==> src/hw/rtl/csim_pkg.sv <==
`timescale 1ns / 1ps
// ----------------------------------------------------------------------------
// csim_pkg
// Shared widths, constants and types of the cosine similarity block.
// ----------------------------------------------------------------------------
package csim_pkg;

    localparam int DOT_BITS   = 42;   // signed running dot product
    localparam int NORM_BITS  = 41;   // unsigned running squared norms
    localparam int Q_FRAC     = 15;
    localparam int SIM_BITS   = 16;
    localparam int Q_BITS     = 16;   // magnitude search width
    localparam int K_BITS     = $clog2(Q_BITS);
    localparam int CHUNK_BITS = 21;   // partial product operand width
    localparam int SQ_BITS    = 2 * DOT_BITS;
    localparam int RHS_SHIFT  = 2 * Q_FRAC;
    localparam int SRCH_BITS  = 2 * NORM_BITS + 2 * Q_BITS + 1;

    localparam int Q_DEPTH    = 2;
    localparam int Q_PTR_BITS = $clog2(Q_DEPTH);
    localparam int Q_CNT_BITS = $clog2(Q_DEPTH + 1);

    localparam logic [SIM_BITS-1:0] SIM_MAX = {1'b0, {(SIM_BITS-1){1'b1}}};
    localparam logic [SIM_BITS-1:0] SIM_MIN = {1'b1, {(SIM_BITS-1){1'b0}}};

    // Finished sums of one vector pair
    typedef struct packed {
        logic signed [DOT_BITS-1:0]  dot;
        logic        [NORM_BITS-1:0] norm_a;
        logic        [NORM_BITS-1:0] norm_b;
        logic                        ovf;
    } t_snap;

    typedef struct packed {
        logic  vld;
        t_snap snap;
    } t_req;

endpackage

==> src/hw/rtl/csim_in_if.sv <==
`timescale 1ns / 1ps
// ----------------------------------------------------------------------------
// csim_in_if
// Element pair channel: valid/ready with a pair of signed elements.
// ----------------------------------------------------------------------------
interface csim_in_if #(
    parameter int ELEM_BITS = 16
) ();
    logic                        valid;
    logic                        ready;
    logic signed [ELEM_BITS-1:0] a_elem;
    logic signed [ELEM_BITS-1:0] b_elem;
    logic                        last;

    modport source (output valid, output a_elem, output b_elem, output last,
                    input ready);
    modport sink   (input valid, input a_elem, input b_elem, input last,
                    output ready);
endinterface

==> src/hw/rtl/csim_front.sv <==
`timescale 1ns / 1ps
// ----------------------------------------------------------------------------
// csim_front
// Takes element pairs, forms products, keeps saturating running sums and
// hands the sums of a finished vector pair to the queue.
// ----------------------------------------------------------------------------
module csim_front import csim_pkg::*; #(
    parameter int ELEM_BITS = 16,
    parameter int MAX_DIM   = 1024
) (
    input  logic        i_clk,
    input  logic        i_rst_n,
    csim_in_if.sink     i_pair,
    input  logic        i_q_full,
    output t_req        o_push
);

    localparam int PROD_BITS = 2 * ELEM_BITS;
    localparam int ACC_BITS  = ((PROD_BITS > DOT_BITS) ? PROD_BITS : DOT_BITS) + 2;
    localparam int CNT_BITS  = $clog2(MAX_DIM + 1);

    logic                        r_s1_vld;
    logic                        r_s1_last;
    logic signed [PROD_BITS-1:0] r_prod_ab;
    logic signed [PROD_BITS-1:0] r_sq_a;
    logic signed [PROD_BITS-1:0] r_sq_b;

    logic signed [DOT_BITS-1:0]  r_dot, n_dot;
    logic        [NORM_BITS-1:0] r_na, n_na;
    logic        [NORM_BITS-1:0] r_nb, n_nb;
    logic        [CNT_BITS-1:0]  r_cnt, n_cnt;
    logic                        r_ovf, n_ovf;

    logic signed [PROD_BITS-1:0] w_a_ext;
    logic signed [PROD_BITS-1:0] w_b_ext;
    logic                        w_in_acc;
    logic                        w_adv;
    logic                        w_room;
    logic signed [ACC_BITS-1:0]  w_dot_sum;
    logic        [ACC_BITS-1:0]  w_na_sum;
    logic        [ACC_BITS-1:0]  w_nb_sum;
    logic signed [DOT_BITS-1:0]  w_acc_dot;
    logic        [NORM_BITS-1:0] w_acc_na;
    logic        [NORM_BITS-1:0] w_acc_nb;
    logic        [ACC_BITS-DOT_BITS:0] w_dot_hi;

    assign w_a_ext  = PROD_BITS'(i_pair.a_elem);
    assign w_b_ext  = PROD_BITS'(i_pair.b_elem);

    // a last request waits in stage 1 until the queue has room
    assign w_adv    = r_s1_vld && (!r_s1_last || !i_q_full);
    assign i_pair.ready = !r_s1_vld || w_adv;
    assign w_in_acc = i_pair.valid && i_pair.ready;

    assign w_room    = (r_cnt != CNT_BITS'(MAX_DIM));
    assign w_dot_sum = ACC_BITS'(r_dot) + ACC_BITS'(r_prod_ab);
    assign w_na_sum  = ACC_BITS'(r_na) + ACC_BITS'($unsigned(r_sq_a));
    assign w_nb_sum  = ACC_BITS'(r_nb) + ACC_BITS'($unsigned(r_sq_b));
    assign w_dot_hi  = w_dot_sum[ACC_BITS-1:DOT_BITS-1];

    always_comb begin
        w_acc_dot = r_dot;
        w_acc_na  = r_na;
        w_acc_nb  = r_nb;
        if (w_room) begin
            if ((&w_dot_hi) || (~|w_dot_hi)) begin
                w_acc_dot = w_dot_sum[DOT_BITS-1:0];
            end else if (w_dot_sum[ACC_BITS-1]) begin
                w_acc_dot = {1'b1, {(DOT_BITS-1){1'b0}}};
            end else begin
                w_acc_dot = {1'b0, {(DOT_BITS-1){1'b1}}};
            end
            w_acc_na = (|w_na_sum[ACC_BITS-1:NORM_BITS]) ? '1 : w_na_sum[NORM_BITS-1:0];
            w_acc_nb = (|w_nb_sum[ACC_BITS-1:NORM_BITS]) ? '1 : w_nb_sum[NORM_BITS-1:0];
        end
    end

    always_comb begin
        n_dot = r_dot;
        n_na  = r_na;
        n_nb  = r_nb;
        n_cnt = r_cnt;
        n_ovf = r_ovf;
        if (w_adv) begin
            if (r_s1_last) begin
                n_dot = '0;
                n_na  = '0;
                n_nb  = '0;
                n_cnt = '0;
                n_ovf = 1'b0;
            end else begin
                n_dot = w_acc_dot;
                n_na  = w_acc_na;
                n_nb  = w_acc_nb;
                n_cnt = w_room ? r_cnt + 1'b1 : r_cnt;
                n_ovf = r_ovf | !w_room;
            end
        end
    end

    assign o_push.vld         = r_s1_vld && r_s1_last && !i_q_full;
    assign o_push.snap.dot    = w_acc_dot;
    assign o_push.snap.norm_a = w_acc_na;
    assign o_push.snap.norm_b = w_acc_nb;
    assign o_push.snap.ovf    = r_ovf | !w_room;

    always_ff @(posedge i_clk) begin
        if (!i_rst_n) begin
            r_s1_vld <= 1'b0;
            r_dot    <= '0;
            r_na     <= '0;
            r_nb     <= '0;
            r_cnt    <= '0;
            r_ovf    <= 1'b0;
        end else begin
            if (w_in_acc) begin
                r_s1_vld <= 1'b1;
            end else if (w_adv) begin
                r_s1_vld <= 1'b0;
            end
            r_dot <= n_dot;
            r_na  <= n_na;
            r_nb  <= n_nb;
            r_cnt <= n_cnt;
            r_ovf <= n_ovf;
        end
    end

    always_ff @(posedge i_clk) begin
        if (w_in_acc) begin
            r_s1_last <= i_pair.last;
            r_prod_ab <= w_a_ext * w_b_ext;
            r_sq_a    <= w_a_ext * w_a_ext;
            r_sq_b    <= w_b_ext * w_b_ext;
        end
    end

endmodule

==> src/flat_wrapper.sv <==
// flat-port wrapper written by rule: the top's interface ports become plain ports
module csim_front_flat import csim_pkg::*;
#(
    parameter int ELEM_BITS = 16,
    parameter int MAX_DIM   = 1024
)
  (i_clk, i_rst_n, i_q_full, o_push, i_pair_valid, i_pair_a_elem, i_pair_b_elem, i_pair_last, i_pair_ready);
  csim_in_if #(.ELEM_BITS(ELEM_BITS)) i_pair_i ();
  input  logic i_clk;
  input  logic i_rst_n;
  input  logic i_q_full;
  output t_req o_push;
  input wire logic [$bits(i_pair_i.valid)-1:0] i_pair_valid;
  input wire logic [$bits(i_pair_i.a_elem)-1:0] i_pair_a_elem;
  input wire logic [$bits(i_pair_i.b_elem)-1:0] i_pair_b_elem;
  input wire logic [$bits(i_pair_i.last)-1:0] i_pair_last;
  output wire logic [$bits(i_pair_i.ready)-1:0] i_pair_ready;
  assign i_pair_i.valid = i_pair_valid;
  assign i_pair_i.a_elem = i_pair_a_elem;
  assign i_pair_i.b_elem = i_pair_b_elem;
  assign i_pair_i.last = i_pair_last;
  assign i_pair_ready = i_pair_i.ready;
  csim_front #(.ELEM_BITS(ELEM_BITS), .MAX_DIM(MAX_DIM)) u_core (.i_clk(i_clk), .i_rst_n(i_rst_n), .i_pair(i_pair_i), .i_q_full(i_q_full), .o_push(o_push));
endmodule
==> config.mk <==
export PLATFORM = sky130hd
export DESIGN_NAME = csim_front_flat
export DESIGN_NICKNAME = d
export VERILOG_FILES = /design/src/hw/rtl/csim_pkg.sv /design/src/hw/rtl/csim_in_if.sv /design/src/hw/rtl/csim_front.sv /design/src/flat_wrapper.sv
export SDC_FILE = /design/constraint.sdc
export NUM_CORES = 2
export LEC_CHECK = 0
export BUFFER_PORTS_ARGS = -buffer_cell sky130_fd_sc_hd__buf_2
export CAP_MARGIN = 20
export CORE_MARGIN = 1
export CORE_UTILIZATION = 50
export DETAILED_ROUTE_END_ITERATION = 10
export PLACE_DENSITY = 0.65
export SYNTH_ARGS = -nofsm -noshare
export SYNTH_HDL_FRONTEND = slang
export SYNTH_SLANG_ARGS = --single-unit
==> constraint.sdc <==
create_clock -name i_clk -period 12.85 [get_ports i_clk]
set_clock_uncertainty 0.1 [all_clocks]
set_input_delay 1.285 -clock i_clk [delete_from_list [all_inputs] [get_ports i_clk]]
set_output_delay 1.285 -clock i_clk [all_outputs]
set_load 0.01 [all_outputs]
* After elaboration in Yosys (flattened, before gate mapping)
Index checks and enable logic that the tools add are counted.
** Storage, ports and cells
- Word-level logic and storage cells :: 53
- Flip-flop bits (word level) :: 234
- Input port bits :: 37
** Operators by class
- Eq/ne operators :: 1
- Bitwise logic cells :: 1
- $mul :: 3
- Multiplexer cells :: 15
- Reduce and logical (&&, ||, !) cells :: 19
- Add/subtract/negate cells :: 4
** Operators by type and width (number)
- two-way mux 41 bit :: 6
- two-way mux 42 bit :: 4
- multiplier 16 x 16 -> 32 bit :: 3
- adder 41 x 32 -> 42 bit :: 2
- adder 42 x 32 -> 43 bit :: 1
- two-way mux 11 bit :: 2
- adder 11 x 1 -> 11 bit (second input constant) :: 1
- != test 11 bit (second input constant) :: 1
- OR reduction 3 bit :: 3
- zero test 1 bit :: 5
- logical AND 1 bit :: 4
- nonzero test 2 bit :: 2
- logical OR 1 bit :: 3
- two-way mux 1 bit :: 3
- AND reduction 3 bit :: 1
- AND reduction 2 bit :: 1
- OR 1 bit :: 1

* Longest topological paths before layout
- Word-level depth :: 7
- Depth in mapped cells :: 27
- Gate-level depth less buffers :: 25

* Worst setup path before layout
No wires, ideal clock.
- Kind :: input to register
- Start :: in i_pair_b_elem[15]
- End :: reg u_core.r_sq_b[30] (data pin)
- Data arrival time :: 7118 ps
- Setup time :: 258 ps
- Stages :: 24
- Path buffers :: 3
- Path slack :: 5374 ps
- Required time :: 12492 ps
- Path through :: clkbuf_1 > clkbuf_1 > nand2_1 > fa_1 > inv_1 > fa_1 > fa_1 > fa_1 > fa_1 > inv_1 > fa_1 > inv_1 > ha_1 > clkbuf_1 > a21oi_1 > nor2b_1 > o21a_1 > o21ai_0 > nand2_1 > a221oi_1 > a21boi_0 > a311o_1 > a31oi_1 > xnor2_1
** On the way
- Longest elaborated chain between the ends :: 1
** RTL lines
- start: declaration :: RTL line flat_wrapper.sv:15 : input wire logic [$bits(i_pair_i.b_elem)-1:0] i_pair_b_elem;
- multiplier 16 x 16 -> 32 bit :: RTL line csim_front.sv:134 : r_sq_b <= w_b_ext * w_b_ext;
- end signal: assignment :: RTL line csim_front.sv:134
- end: declaration :: RTL line csim_front.sv:26 : logic signed [PROD_BITS-1:0] r_sq_b;
Every way passes these cells.
A chain may end at the register's enable or synchronous reset.

* Worst setup path in the final report
- Start :: in i_pair_b_elem[12]
- End :: reg u_core.r_sq_b[30] (data pin)
The elaborated chain is that of the path after synthesis.

==> flow_summary.json <==
{
  "status": "finished clean",
  "ys.flop_type": "dfxtp_1",
  "r2r_setup_slack_ns": 8.51,
  "synth-edff-count": 95,
  "synth_mux_area_share_pct": 0.146,
  "multi_input_area_um2": 32800,
  "cts.path.max_buffers": 3,
  "end_kind": "register",
  "antenna_cells": 0,
  "dpl.hpwl_um": 86900,
  "yosys.area_share.simple_pct": 13.4,
  "synth_top_area_share_pct": 34.2,
  "cp.buffers_inverters": 8,
  "die_h_um": 295,
  "numCtsBuffers": 31,
  "drt-initial-drc-count": 2242,
  "start_kind": "input port",
  "avgRoutedWirePerCell_um": 18.5,
  "rsz0062_at_grt": "false",
  "numPortBuffers": 163,
  "die_w_um": 295,
  "synth.distinct_cells": 91,
  "clock_latency_ns": 0.61,
  "worst_pin_slew_ns": 1.16,
  "seq_area_um2": 5600,
  "dr.pass1.iters": 5,
  "min_period_over_period_pct": 62.2,
  "routabilityCongestion": 0.943,
  "period_minus_slack_ns": 7.99,
  "synth_cells": 4831,
  "grt_max_degree": 78,
  "ys_ff_latch": 232,
  "fp-row-count": 106,
  "clk_pin_slew_ns": 0.07,
  "hold_class": "register to register",
  "gr-usage-all-layers_pct": 26.5,
  "cpMaxStageDelayCell": "clkinv_1",
  "antenna_left": 0,
  "nets": 6006,
  "cts_sinks": 232,
  "final-hold-violation-count": 0,
  "drive_above_1_share_pct": 6.16,
  "grt_pass1_wl_um": 181000,
  "dr_total_vias": 32988,
  "yosysMostFrequentCell": "inv_1",
  "syn_area_per_cell_um2": 8.86,
  "required_ns": 13.10,
  "cts_max_level": 1,
  "grt_overflow": 0,
  "yosys-top-cells-count": "968 x inv_1, 730 x fa_1, 428 x nand2_1",
  "synth_top_family_by_area": "adder cells",
  "cap_viol_max_count": 0,
  "core_um2": 84200,
  "via_per_inst": 5.48,
  "cts_resized": 0,
  "tns_ns": 0,
  "synth_area_leaders": "fa_1 34%, ha_1 11%, inv_1 8.5%",
  "fillers": 7761,
  "cts_tree": "built",
  "cts_hold_buffers": 0,
  "max_stage_delay_ns": 0.66,
  "synthToLayoutAreaGrowth_pct": 6.64,
  "post_cts_buffers": 0,
  "yosysWarnings": 0,
  "synthAdderAreaFrac_pct": 45.2,
  "crit_path_max_fanout": 25,
  "fmax_ghz": 0.125,
  "critPathKind": "input port to register",
  "dieArea_um2": 86700,
  "ios": 164,
  "setup_viol": 0,
  "critPathTopFamily": "adder cells",
  "maxSlewViolCount": 0,
  "yosysTopAreaCell": "fa_1",
  "synth-xor-area-share_pct": 4.79,
  "antenna_found_initial": 1,
  "route.detailed.drc": 0,
  "drt-total-wl_um": 112000,
  "worst-endpoint-arrival_ns": 8.25,
  "netlist_area_um2": 42800,
  "cts_root_buffer": "clkbuf_16",
  "initial_core_util_pct": 50.8,
  "synth_compound_area_share_pct": 13.1,
  "synth.net_count": 5973,
  "ys_async_sr_fraction_pct": 0,
  "yosysSeqAreaShare_pct": 13.1,
  "relSlewSlack_pct": 22.3,
  "first_global_vias": 33726
}
stage by stage:
| stage | instance area [um2] | cells | hold WS, ns | utilization [%] | setup WS [ns] |
|---|---|---|---|---|---|
| global placement | 44500 | 5965 | 0.339 | 52.8 | 4.46 |
| finish | 45600 | 6023 | 0.376 | 54.2 | 4.86 |
| CTS | 45600 | 6023 | 0.369 | 54.2 | 4.98 |
| global route | 45600 | 6023 | 0.383 | 54.2 | 4.55 |
| floorplan | 42800 | 4831 | 0.328 | - | 5.37 |
| detailed placement | 44500 | 5965 | 0.350 | 52.8 | 4.33 |
metal layers:
| layer | routed length [um] | up-vias | GRT usage [%] |
|---|---|---|---|
| met5 | 8 | - | 0 |
| met4 | 3130 | 2 | 7.05 |
| met3 | 6370 | 169 | 2.81 |
| met2 | 52400 | 902 | 43.7 |
| met1 | 49600 | 16471 | 37.0 |
| li1 | - | 15444 | - |
tightest hold or removal path, stage by stage (launching register included):
cell and delay [ns]:
dfxtp_1 0.33, a21oi_1 0.04, nor2_1 0.07
final timing paths:
| kind | from | to | cells past startpoint |
|---|---|---|---|
| min | u_core.r_ovf | u_core.r_ovf | 2 |
| max reg2reg | u_core.r_cnt[0] | u_core.r_dot[18] | 9 |
| min reg2reg | u_core.r_ovf | u_core.r_ovf | 2 |
| max | i_pair_b_elem[12] | u_core.r_sq_b[30] | 26 |
logic make-up after synthesis:
group           after synthesis
buf+inv                    1165
mux                           6
fa+ha+maj                  1107
flops                       232
compound gates              862
simple gates               1226
xor+xnor                    233
layout by cell type (no fill, tap or decap), drive strengths merged, types with 69 or more instances in the layout:
| cell | instances |
|---|---|
| buf | 192 |
| and2 | 198 |
| ha | 375 |
| o21ai | 179 |
| xor2 | 69 |
| a21oi | 266 |
| inv | 972 |
| dfxtp | 137 |
| xnor2 | 164 |
| nor2 | 336 |
| fa | 730 |
| a21o | 82 |
| nand2 | 429 |
| edfxtp | 95 |
registers in the layout, summed over array words and instances (netlist names):
signal and flops:
u_core.r_nb 41, u_core.r_prod_ab 32, u_core.r_sq_b 31, u_core.r_na 41
u_core.r_ovf 1, u_core.r_s1_vld 1, u_core.r_dot 42, u_core.r_s1_last 1
u_core.r_cnt 11, u_core.r_sq_a 31
area by class of cell:
type | instances | area share, %
clock buffer | 34 | 1.79
clock inverter | 24 | 0.730
inverter | 973 | 8.01
multi-input combinational | 3434 | 71.8
sequential | 232 | 12.3
tap | 1134 | 3.11
timing repair buffer | 192 | 2.27
Power is not shown: default switching activity piles up to over one toggle a cycle in this logic, so the estimate is an artifact.
