File: src/hw/rtl/csim_pkg.sv
`timescale 1ns / 1ps
// ----------------------------------------------------------------------------
// csim_pkg
// Shared widths, constants and types of the cosine similarity block.
// ----------------------------------------------------------------------------
package csim_pkg;

    localparam int DOT_BITS   = 42;   // signed running dot product
    localparam int NORM_BITS  = 41;   // unsigned running squared norms
    localparam int Q_FRAC     = 15;
    localparam int SIM_BITS   = 16;
    localparam int Q_BITS     = 16;   // magnitude search width
    localparam int K_BITS     = $clog2(Q_BITS);
    localparam int CHUNK_BITS = 21;   // partial product operand width
    localparam int SQ_BITS    = 2 * DOT_BITS;
    localparam int RHS_SHIFT  = 2 * Q_FRAC;
    localparam int SRCH_BITS  = 2 * NORM_BITS + 2 * Q_BITS + 1;

    localparam int Q_DEPTH    = 2;
    localparam int Q_PTR_BITS = $clog2(Q_DEPTH);
    localparam int Q_CNT_BITS = $clog2(Q_DEPTH + 1);

    localparam logic [SIM_BITS-1:0] SIM_MAX = {1'b0, {(SIM_BITS-1){1'b1}}};
    localparam logic [SIM_BITS-1:0] SIM_MIN = {1'b1, {(SIM_BITS-1){1'b0}}};

    // Finished sums of one vector pair
    typedef struct packed {
        logic signed [DOT_BITS-1:0]  dot;
        logic        [NORM_BITS-1:0] norm_a;
        logic        [NORM_BITS-1:0] norm_b;
        logic                        ovf;
    } t_snap;

    typedef struct packed {
        logic  vld;
        t_snap snap;
    } t_req;

endpackage

File: src/hw/rtl/csim_out_if.sv
`timescale 1ns / 1ps
// ----------------------------------------------------------------------------
// csim_out_if
// Result channel: valid/ready with similarity and status flags.
// ----------------------------------------------------------------------------
interface csim_out_if import csim_pkg::*; ();
    logic                       valid;
    logic                       ready;
    logic signed [SIM_BITS-1:0] similarity;
    logic                       zero_norm;
    logic                       overflow;

    modport source (output valid, output similarity, output zero_norm,
                    output overflow, input ready);
    modport sink   (input valid, input similarity, input zero_norm,
                    input overflow, output ready);
endinterface

File: src/hw/rtl/csim_back.sv
`timescale 1ns / 1ps
// ----------------------------------------------------------------------------
// csim_back
// Turns one set of sums into a Q1.15 similarity: dot^2 and the norm product
// on a shared 21x21 multiplier, then a bit-serial quotient search.
// ----------------------------------------------------------------------------
module csim_back import csim_pkg::*; (
    input  logic        i_clk,
    input  logic        i_rst_n,
    input  t_req        i_pull,
    output logic        o_pop,
    csim_out_if.source  o_result
);

    localparam logic [2:0] S_IDLE = 3'd0;
    localparam logic [2:0] S_MUL  = 3'd1;
    localparam logic [2:0] S_STEP = 3'd2;
    localparam logic [2:0] S_TEST = 3'd3;
    localparam logic [2:0] S_DONE = 3'd4;

    logic [2:0]              r_state;

    logic [DOT_BITS-1:0]     r_mag;
    logic [NORM_BITS-1:0]    r_na;
    logic [NORM_BITS-1:0]    r_nb;
    logic                    r_neg;
    logic                    r_zero;
    logic                    r_ovf;

    logic [2:0]              r_mc;
    logic [2*CHUNK_BITS-1:0] r_pp;
    logic [1:0]              r_pp_sh;
    logic                    r_pp_tgt;
    logic                    r_pp_vld;
    logic [SQ_BITS-1:0]      r_p;
    logic [SQ_BITS-1:0]      r_sq;

    logic [K_BITS-1:0]       r_k;
    logic [Q_BITS-1:0]       r_q;
    logic [SRCH_BITS-1:0]    r_t;
    logic [SRCH_BITS-1:0]    r_u;
    logic [SRCH_BITS-1:0]    r_s;

    logic                    r_out_vld;
    logic [SIM_BITS-1:0]     r_sim;
    logic                    r_zero_o;
    logic                    r_ovf_o;

    logic                    w_load;
    logic [DOT_BITS-1:0]     w_x;
    logic [DOT_BITS-1:0]     w_y;
    logic [CHUNK_BITS-1:0]   w_xi;
    logic [CHUNK_BITS-1:0]   w_yi;
    logic [SQ_BITS-1:0]      w_pp_add;
    logic [SRCH_BITS-1:0]    w_p_ext;
    logic [SRCH_BITS-1:0]    w_cand;
    logic [SRCH_BITS-1:0]    w_rhs;
    logic [SIM_BITS-1:0]     w_sim;
    logic                    w_in_neg;

    assign o_pop  = (r_state == S_IDLE) && i_pull.vld;
    assign w_load = (r_state == S_DONE) && (!r_out_vld || o_result.ready);
    assign w_in_neg = i_pull.snap.dot[DOT_BITS-1];

    // first four partial products give norm_a * norm_b, the last four dot^2
    assign w_x  = r_mc[2] ? r_mag : {1'b0, r_na};
    assign w_y  = r_mc[2] ? r_mag : {1'b0, r_nb};
    assign w_xi = r_mc[1] ? w_x[2*CHUNK_BITS-1:CHUNK_BITS] : w_x[CHUNK_BITS-1:0];
    assign w_yi = r_mc[0] ? w_y[2*CHUNK_BITS-1:CHUNK_BITS] : w_y[CHUNK_BITS-1:0];

    always_comb begin
        case (r_pp_sh)
            2'd0:    w_pp_add = SQ_BITS'(r_pp);
            2'd1:    w_pp_add = SQ_BITS'(r_pp) << CHUNK_BITS;
            2'd2:    w_pp_add = SQ_BITS'(r_pp) << (2 * CHUNK_BITS);
            default: w_pp_add = '0;
        endcase
    end

    // search keeps t = q*q*P and u = q*P, so a trial bit costs only adds
    assign w_p_ext = SRCH_BITS'(r_p);
    assign w_cand  = r_t + r_s;
    assign w_rhs   = SRCH_BITS'({r_sq, {RHS_SHIFT{1'b0}}});

    always_comb begin
        if (r_neg) begin
            w_sim = (r_q > Q_BITS'(SIM_MAX)) ? SIM_MIN : SIM_BITS'(Q_BITS'(0) - r_q);
        end else begin
            w_sim = (r_q > Q_BITS'(SIM_MAX)) ? SIM_MAX : SIM_BITS'(r_q);
        end
    end

    always_ff @(posedge i_clk) begin
        if (!i_rst_n) begin
            r_state   <= S_IDLE;
            r_pp_vld  <= 1'b0;
            r_out_vld <= 1'b0;
        end else begin
            r_pp_vld <= (r_state == S_MUL);
            if (w_load) begin
                r_out_vld <= 1'b1;
            end else if (o_result.ready) begin
                r_out_vld <= 1'b0;
            end
            unique case (r_state)
                S_IDLE: begin
                    if (i_pull.vld) begin
                        if ((i_pull.snap.norm_a == '0) || (i_pull.snap.norm_b == '0)) begin
                            r_state <= S_DONE;
                        end else begin
                            r_state <= S_MUL;
                        end
                    end
                end
                S_MUL: begin
                    if (r_mc == '1) begin
                        r_state <= S_STEP;
                    end
                end
                S_STEP: begin
                    r_state <= S_TEST;
                end
                S_TEST: begin
                    r_state <= (r_k == '0) ? S_DONE : S_STEP;
                end
                S_DONE: begin
                    if (w_load) begin
                        r_state <= S_IDLE;
                    end
                end
                default: begin
                    r_state <= S_IDLE;
                end
            endcase
        end
    end

    always_ff @(posedge i_clk) begin
        // last partial product lands during the first search step; the
        // square is not read before the test step
        if (r_pp_vld) begin
            if (r_pp_tgt) begin
                r_sq <= r_sq + w_pp_add;
            end else begin
                r_p <= r_p + w_pp_add;
            end
        end
        case (r_state)
            S_IDLE: begin
                if (i_pull.vld) begin
                    r_mag  <= w_in_neg ? DOT_BITS'(0) - i_pull.snap.dot : i_pull.snap.dot;
                    r_na   <= i_pull.snap.norm_a;
                    r_nb   <= i_pull.snap.norm_b;
                    r_neg  <= w_in_neg;
                    r_zero <= (i_pull.snap.norm_a == '0) || (i_pull.snap.norm_b == '0);
                    r_ovf  <= i_pull.snap.ovf;
                    r_p    <= '0;
                    r_sq   <= '0;
                    r_mc   <= '0;
                    r_q    <= '0;
                end
            end
            S_MUL: begin
                r_mc     <= r_mc + 1'b1;
                r_pp     <= w_xi * w_yi;
                r_pp_sh  <= {1'b0, r_mc[1]} + {1'b0, r_mc[0]};
                r_pp_tgt <= r_mc[2];
                if (r_mc == '1) begin
                    r_k <= '1;
                    r_t <= '0;
                    r_u <= '0;
                end
            end
            S_STEP: begin
                r_s <= (r_u << ({1'b0, r_k} + 1'b1)) + (w_p_ext << {r_k, 1'b0});
            end
            S_TEST: begin
                if (w_cand <= w_rhs) begin
                    r_t      <= w_cand;
                    r_u      <= r_u + (w_p_ext << r_k);
                    r_q[r_k] <= 1'b1;
                end
                r_k <= r_k - 1'b1;
            end
            S_DONE: begin
                if (w_load) begin
                    r_sim    <= w_sim;
                    r_zero_o <= r_zero;
                    r_ovf_o  <= r_ovf;
                end
            end
            default: begin
            end
        endcase
    end

    assign o_result.valid      = r_out_vld;
    assign o_result.similarity = r_sim;
    assign o_result.zero_norm  = r_zero_o;
    assign o_result.overflow   = r_ovf_o;

endmodule

File: src/flat_wrapper.sv
// flat-port wrapper written by rule: the top's interface ports become plain ports
module csim_back_flat import csim_pkg::*;
  (i_clk, i_rst_n, i_pull, o_pop, o_result_valid, o_result_similarity, o_result_zero_norm, o_result_overflow, o_result_ready);
  csim_out_if o_result_i ();
  input  logic i_clk;
  input  logic i_rst_n;
  input  t_req i_pull;
  output logic o_pop;
  output wire logic [$bits(o_result_i.valid)-1:0] o_result_valid;
  output wire logic [$bits(o_result_i.similarity)-1:0] o_result_similarity;
  output wire logic [$bits(o_result_i.zero_norm)-1:0] o_result_zero_norm;
  output wire logic [$bits(o_result_i.overflow)-1:0] o_result_overflow;
  input wire logic [$bits(o_result_i.ready)-1:0] o_result_ready;
  assign o_result_valid = o_result_i.valid;
  assign o_result_similarity = o_result_i.similarity;
  assign o_result_zero_norm = o_result_i.zero_norm;
  assign o_result_overflow = o_result_i.overflow;
  assign o_result_i.ready = o_result_ready;
  csim_back u_core (.i_clk(i_clk), .i_rst_n(i_rst_n), .i_pull(i_pull), .o_pop(o_pop), .o_result(o_result_i));
endmodule
File: config.mk
export PLATFORM = sky130hd
export DESIGN_NAME = csim_back_flat
export DESIGN_NICKNAME = d
export VERILOG_FILES = /design/src/hw/rtl/csim_pkg.sv /design/src/hw/rtl/csim_out_if.sv /design/src/hw/rtl/csim_back.sv /design/src/flat_wrapper.sv
export SDC_FILE = /design/constraint.sdc
export NUM_CORES = 2
export LEC_CHECK = 0
export ABC_AREA = 0
export BUFFER_PORTS_ARGS = -buffer_cell sky130_fd_sc_hd__buf_2
export CELL_PAD_IN_SITES_DETAIL_PLACEMENT = 1
export CELL_PAD_IN_SITES_GLOBAL_PLACEMENT = 2
export CORE_MARGIN = 10
export CORE_UTILIZATION = 36
export CTS_CLUSTER_DIAMETER = 200
export CTS_CLUSTER_SIZE = 14
export DETAILED_ROUTE_END_ITERATION = 10
export PLACE_DENSITY = 0.89
export SYNTH_ARGS = -nofsm -noshare
export SYNTH_HDL_FRONTEND = slang
export SYNTH_SLANG_ARGS = --single-unit
File: constraint.sdc
create_clock -name i_clk -period 10.8 [get_ports i_clk]
set_input_delay 2.16 -clock i_clk [delete_from_list [all_inputs] [get_ports i_clk]]
set_output_delay 2.16 -clock i_clk [all_outputs]
set_load 0.05 [all_outputs]
# After elaboration in Yosys (flattened, before gate mapping)
# Cells that the tools add are included.
[classes]
addsub = 11
mul = 1
magnitude_cmp = 4
n_eq_ne = 11
shifts = 3
n_mux = 39
bitwise_logic = 1
reduce_logical = 22
[ops]
columns = ["cell", "count"]
rows = [
  ["2-to-1 mux 84 bit", 8],
  ["case mux 115 bit (2 select lines)", 2],
  ["adder 115 bit", 3],
  ["2-to-1 mux 115 bit", 3],
  ["case mux 84 bit (3 select lines)", 1],
  ["adder 84 bit", 2],
  ["<= comparator 115 x 114 -> 1 bit", 1],
  ["<< shifter 115 x 5 -> 115 bit", 1],
  ["<< shifter 84 x 4 -> 115 bit", 1],
  ["<< shifter 84 x 5 -> 115 bit", 1],
  ["2-to-1 mux 42 bit", 2],
  ["logical NOT 41 bit", 2],
  ["2-to-1 mux 16 bit", 5],
  ["multiplier 21 x 21 -> 42 bit", 1],
  ["2-to-1 mux 21 bit", 2],
  ["subtractor 1 x 42 -> 42 bit, first input constant", 1],
  ["2-to-1 mux 41 bit", 1],
  ["case mux 16 bit (2 select lines)", 1],
  ["2-to-1 mux 3 bit", 6],
  ["greater-than comparator 16 x 15 -> 1 bit, second input constant", 1],
  ["OR 16 bit", 1],
  ["subtractor 1 x 16 -> 16 bit, first input constant", 1],
  ["case mux 3 bit (5 select lines)", 1],
  ["AND reduction 3 bit", 3],
  ["other kinds (26)", 41],
]
[totals]
regBits = 731
word_cells = 116

# Longest topological paths before layout
[depth]
ltp_word = 7
ltp_mapped = 36

# Least setup slack after synthesis
# OpenSTA, ideal clock, no wires.
[synth_timing]
path_kind = "reg-to-reg"
startpoint = "register u_core.r_s[0]"
endpoint = "register u_core.r_t[0], enable pin"
setup_time_ns = 0.584
arrival_time_ns = 9.837
t_required_ns = 10.216
slack_ns = 0.378
stages_incl_launch_ff = 27
path_buffers = 0
path_cell_list = "edfxtp_1 ha_1 fa_1 a211oi_1 o21ai_0 a21bo_2 a21o_1 a211oi_2 o31ai_4 a211oi_2 nor2_1 a21o_1 a211o_1 xor2_1 ha_1 nand4_1 nor3_1 and3_1 o221ai_1 nor4_1 nand4_1 nor3_1 nand3_1 nor4_1 nand4_1 o21ai_0 o211a_1"
[synth_between]
elab_chain_len = 4
[synth_rtl]
columns = ["element", "line_no", "text"]
rows = [
  ["start, declared", "csim_back.sv:42", "logic [SRCH_BITS-1:0] r_s;"],
  ["start signal, assigned", "csim_back.sv:175", "r_s <= (r_u << ({1'b0, r_k} + 1'b1)) + (w_p_ext << {r_k, 1'b0});"],
  ["adder 115 bit", "csim_back.sv:82", "assign w_cand = r_t + r_s;"],
  ["via u_core.w_cand[74]", "csim_back.sv:56", "logic [SRCH_BITS-1:0] w_cand;"],
  ["<= comparator 115 x 114 -> 1 bit", "csim_back.sv:178", "if (w_cand <= w_rhs) begin"],
  ["!= test 2 x 1 -> 1 bit (no source line)", "--", ""],
  ["AND reduction 3 bit (no source line)", "--", ""],
  ["end signal, assigned", "csim_back.sv:179", "r_t <= w_cand;"],
  ["end, declared", "csim_back.sv:40", "logic [SRCH_BITS-1:0] r_t;"],
]
# The timed path passes the listed nets, and every way through them passes these cells.
# A chain may end at the register's enable or synchronous reset.

# Final worst setup path
[layout_timing]
startpoint = "register u_core.r_mc[1]"
endpoint = "register u_core.r_pp[34] (data pin)"
[layout_between]
elab_chain_len = 2
[layout_rtl]
columns = ["element", "line_no", "text"]
rows = [
  ["start, declared", "csim_back.sv:30", "logic [2:0] r_mc;"],
  ["start signal, assigned", "csim_back.sv:164", "r_mc <= r_mc + 1'b1;"],
  ["2-to-1 mux 21 bit", "csim_back.sv:68", "assign w_xi = r_mc[1] ? w_x[2*CHUNK_BITS-1:CHUNK_BITS] : w_x[CHUNK_BITS-1:0];"],
  ["multiplier 21 x 21 -> 42 bit", "csim_back.sv:165", "r_pp <= w_xi * w_yi;"],
  ["end signal, assigned", "csim_back.sv:165", ""],
  ["end, declared", "csim_back.sv:31", "logic [2*CHUNK_BITS-1:0] r_pp;"],
]
# Every way passes these cells.

==> flow_summary.toml <==
[sta]
finClkSkew_ps = 83.9
relSlewSlack_pct = 7.95
period_needed_ps = 9330
worst_pin_slew_ps = 1370
hold_violations = 0
rsz0062_at_grt = "false"
tns_ps = 0
fin_crit_sh_pct = 86.3
setup_violations = 0
finalMaxSlewViolations = 0
fmax_mhz = 107

[global_routing]
overflow = 0
grt_max_degree = 152
grt_pass1_vias = 84200
grt_util_all_layers_pct = 26.8
grt_pass1_wl_um = 550000
antenna_found_initial = 22

[run]
max_cap_viol_count = 0

[min_path]
min_path_cells = 0
whs_endpoint = "u_core.o_result.overflow"
hp-class = "reg -> reg"
hold_path.startpoint = "u_core.r_ovf"

[logic_synthesis]
ys_seq_area_share_pct = 23.0
ys_ff_latch = 731
synth.net_count = 11800
synth_top_area_share_pct = 19.1
synth_async_sr_flop_share_pct = 0
synth_top_area_cell = "edfxtp_1"
synthFlopType = "edfxtp_1"
postSynthAreaPerCell_um2 = 8.34
netlist_top_cells_area = "edfxtp_1, ha_1, fa_1"
synthCells = 10500
synth.distinct_cells = 104
synth_edf_count = 558
yosys_warnings = 0
synth_area_um2 = 88000

[critical_path]
worstSetupPathType = "reg -> reg"
r2r_cells = 29
crit_path_max_incr_delay_ps = 960
reg2reg_slack_ps = 1470
crit_family = "adder cells"
path_max_fanout = 18
slowest_stage = "edfxtp_1"
crit_cells = 29
start_kind = "flip-flop"
timing.rr.start = "u_core.r_mc[1]"
cpMostUsedCell = "fa_1"
r2r_end = "u_core.r_pp[34]"
worst_setup_path_end_kind = "flip-flop"
worst-path-buf-inv = 6
crit_required_ps = 11260
critical_path_arrival_ps = 9780

[floorplan]
die_h_um = 514
ios = 149
die_area_um2 = 264000
num_rows = 181
core_um2 = 243000
initial_utilization_pct = 36.2
fp.dieW_um = 514

[placement]
hpwlAfterDp_um = 303000
port_buffers = 148
place.gp.congestion = 0.994

[route]
route.detailed.drc = 0
drt_iter0_markers = 7180
vias = 81500
firstDrtPassIters = 5
avgRoutedWirePerCell_um = 27.3
vias_per_cell = 6.04
antenna_left = 0
drt-total-wl_um = 368000

[clock_network]
root_buffer = "clkbuf_16"
path_clk_slew_ps = 90
cts_made_buffers = 60
htreeDepth = 2
cts_buffer_depth = 3
postCtsSetupBuffers = 0
cts_tree = "done"
clock-sinks = 731
cts_hold_buf = 0
clock_latency_ps = 790
post_cts_resized = 0

[final_layout]
final_nets = 11500
nFillCells = 29000
multi_input_area_um2 = 63100
area_growth_syn_to_layout_pct = 5.95
drive_above_1_share_pct = 6.36
seqCellArea_um2 = 20200

[run_status]
status = "complete, no violations"
routing by layer:
metal,routed length (µm),track usage (%),vias to the layer above
met5,119,0,-
met4,24400,14.6,18
met3,23400,4.21,735
met2,172000,44.8,2928
met1,149000,33.0,40900
li1,-,-,37000
worst max-delay path by stage:
| stage | start | end | slack [ps] |
|---|---|---|---|
| 3_5_place_dp | u_core.r_mc[1] | u_core.r_pp[39] | 1260 |
| 5_1_grt | u_core.r_mc[2] | u_core.r_pp[38] | 960 |
| 4_1_cts | u_core.r_mc[1] | u_core.r_pp[39] | 1240 |
| 2_1_floorplan | u_core.r_s[0] | u_core.r_t[0] | 380 |
| 6_report | u_core.r_mc[1] | u_core.r_pp[34] | 1470 |
| 3_3_place_gp | u_core.r_mc[1] | u_core.r_pp[39] | 1450 |
sequential cells by signal (all words and copies together) (netlist names), 4 cells and up:
register and flops:
u_core.r_k 4, u_core.r_na 41, u_core.r_t 115, u_core.r_sq 84, u_core.r_s 115, u_core.r_u 115, u_core.r_pp 42, u_core.o_result.similarity 16
u_core.r_q 16, u_core.r_p 84, u_core.r_mag 42, u_core.r_nb 41
synth_stat cells (all sizes together), types with 17 or more instances:
cell	number
nand2	1334
nor2	982
a21oi	905
ha	737
o21ai	723
inv	651
edfxtp	558
clkbuf	543
mux2i	406
a21o	379
xnor2	368
fa	363
nand4	211
xor2	192
and2	177
dfxtp	173
mux4	173
o21bai	159
nor3	154
nand3	131
nand2b	119
o21a	105
a211oi	85
buf	84
a31oi	74
and3	61
nor4	56
nor2b	53
or3	51
mux2	49
o211ai	46
o31ai	39
or2	34
a21boi	33
or4	24
a22o	23
a221oi	21
a41oi	20
o32ai	20
o221ai	18
o22ai	18
and4	17
o41ai	17
stage by stage:
stage	worst slack, ps	hold WS, ps	util, %	std cells	area [µm²]
detailed placement	1260	425	37.6	13400	91400
global route	955	443	38.3	13500	93200
global placement	1450	404	37.6	13400	91400
CTS	1240	428	38.3	13500	93200
floorplan	378	400	-	10500	88000
finish	1470	426	38.3	13500	93200
layout by cell type, fill, tap and decap left out, types with 33 or more instances in the layout:
cell type     n
mux4_2      173
fa_1        363
o211ai_1     46
clkbuf_16    61
a31oi_1      73
and3_1       60
mux2_2       49
edfxtp_1    558
and2_1      176
a211oi_1     83
nor2_1      979
o21a_1      105
nor2b_1      51
dfxtp_1     173
nor4_1       55
inv_1       646
ha_1        736
nand4_1     211
o31ai_1      36
xnor2_1     365
nand2b_1    118
o21ai_1      33
buf_4        91
clkbuf_1     46
o21ai_0     686
nor3_1      153
buf_2       148
o21bai_1    159
xor2_1      191
or3_1        47
nand2_1    1332
a21oi_1     901
mux2i_1     406
nand3_1     130
a21o_1      379
cell type report:
class                      count  area share, %
clock buffer                 107           1.82
antenna                        6         0.0161
sequential                   731           21.7
multi-input combinational   8540           67.7
tap                         3202           4.30
inverter                     651           2.64
clock inverter                 7         0.0994
timing repair buffer         250           1.76
logic make-up after synthesis:
family          count (synthesis)  share of synthesized area [%]
compound gates               2818                           19.9
mux                           628                           9.68
buf+inv                      1278                           5.47
simple gates                 3434                           17.6
flops                         731                           23.0
xor+xnor                      560                           5.58
fa+ha+maj                    1100                           18.7
Power is not shown: default switching activity piles up to over one toggle a cycle in this logic, so the estimate is an artifact.
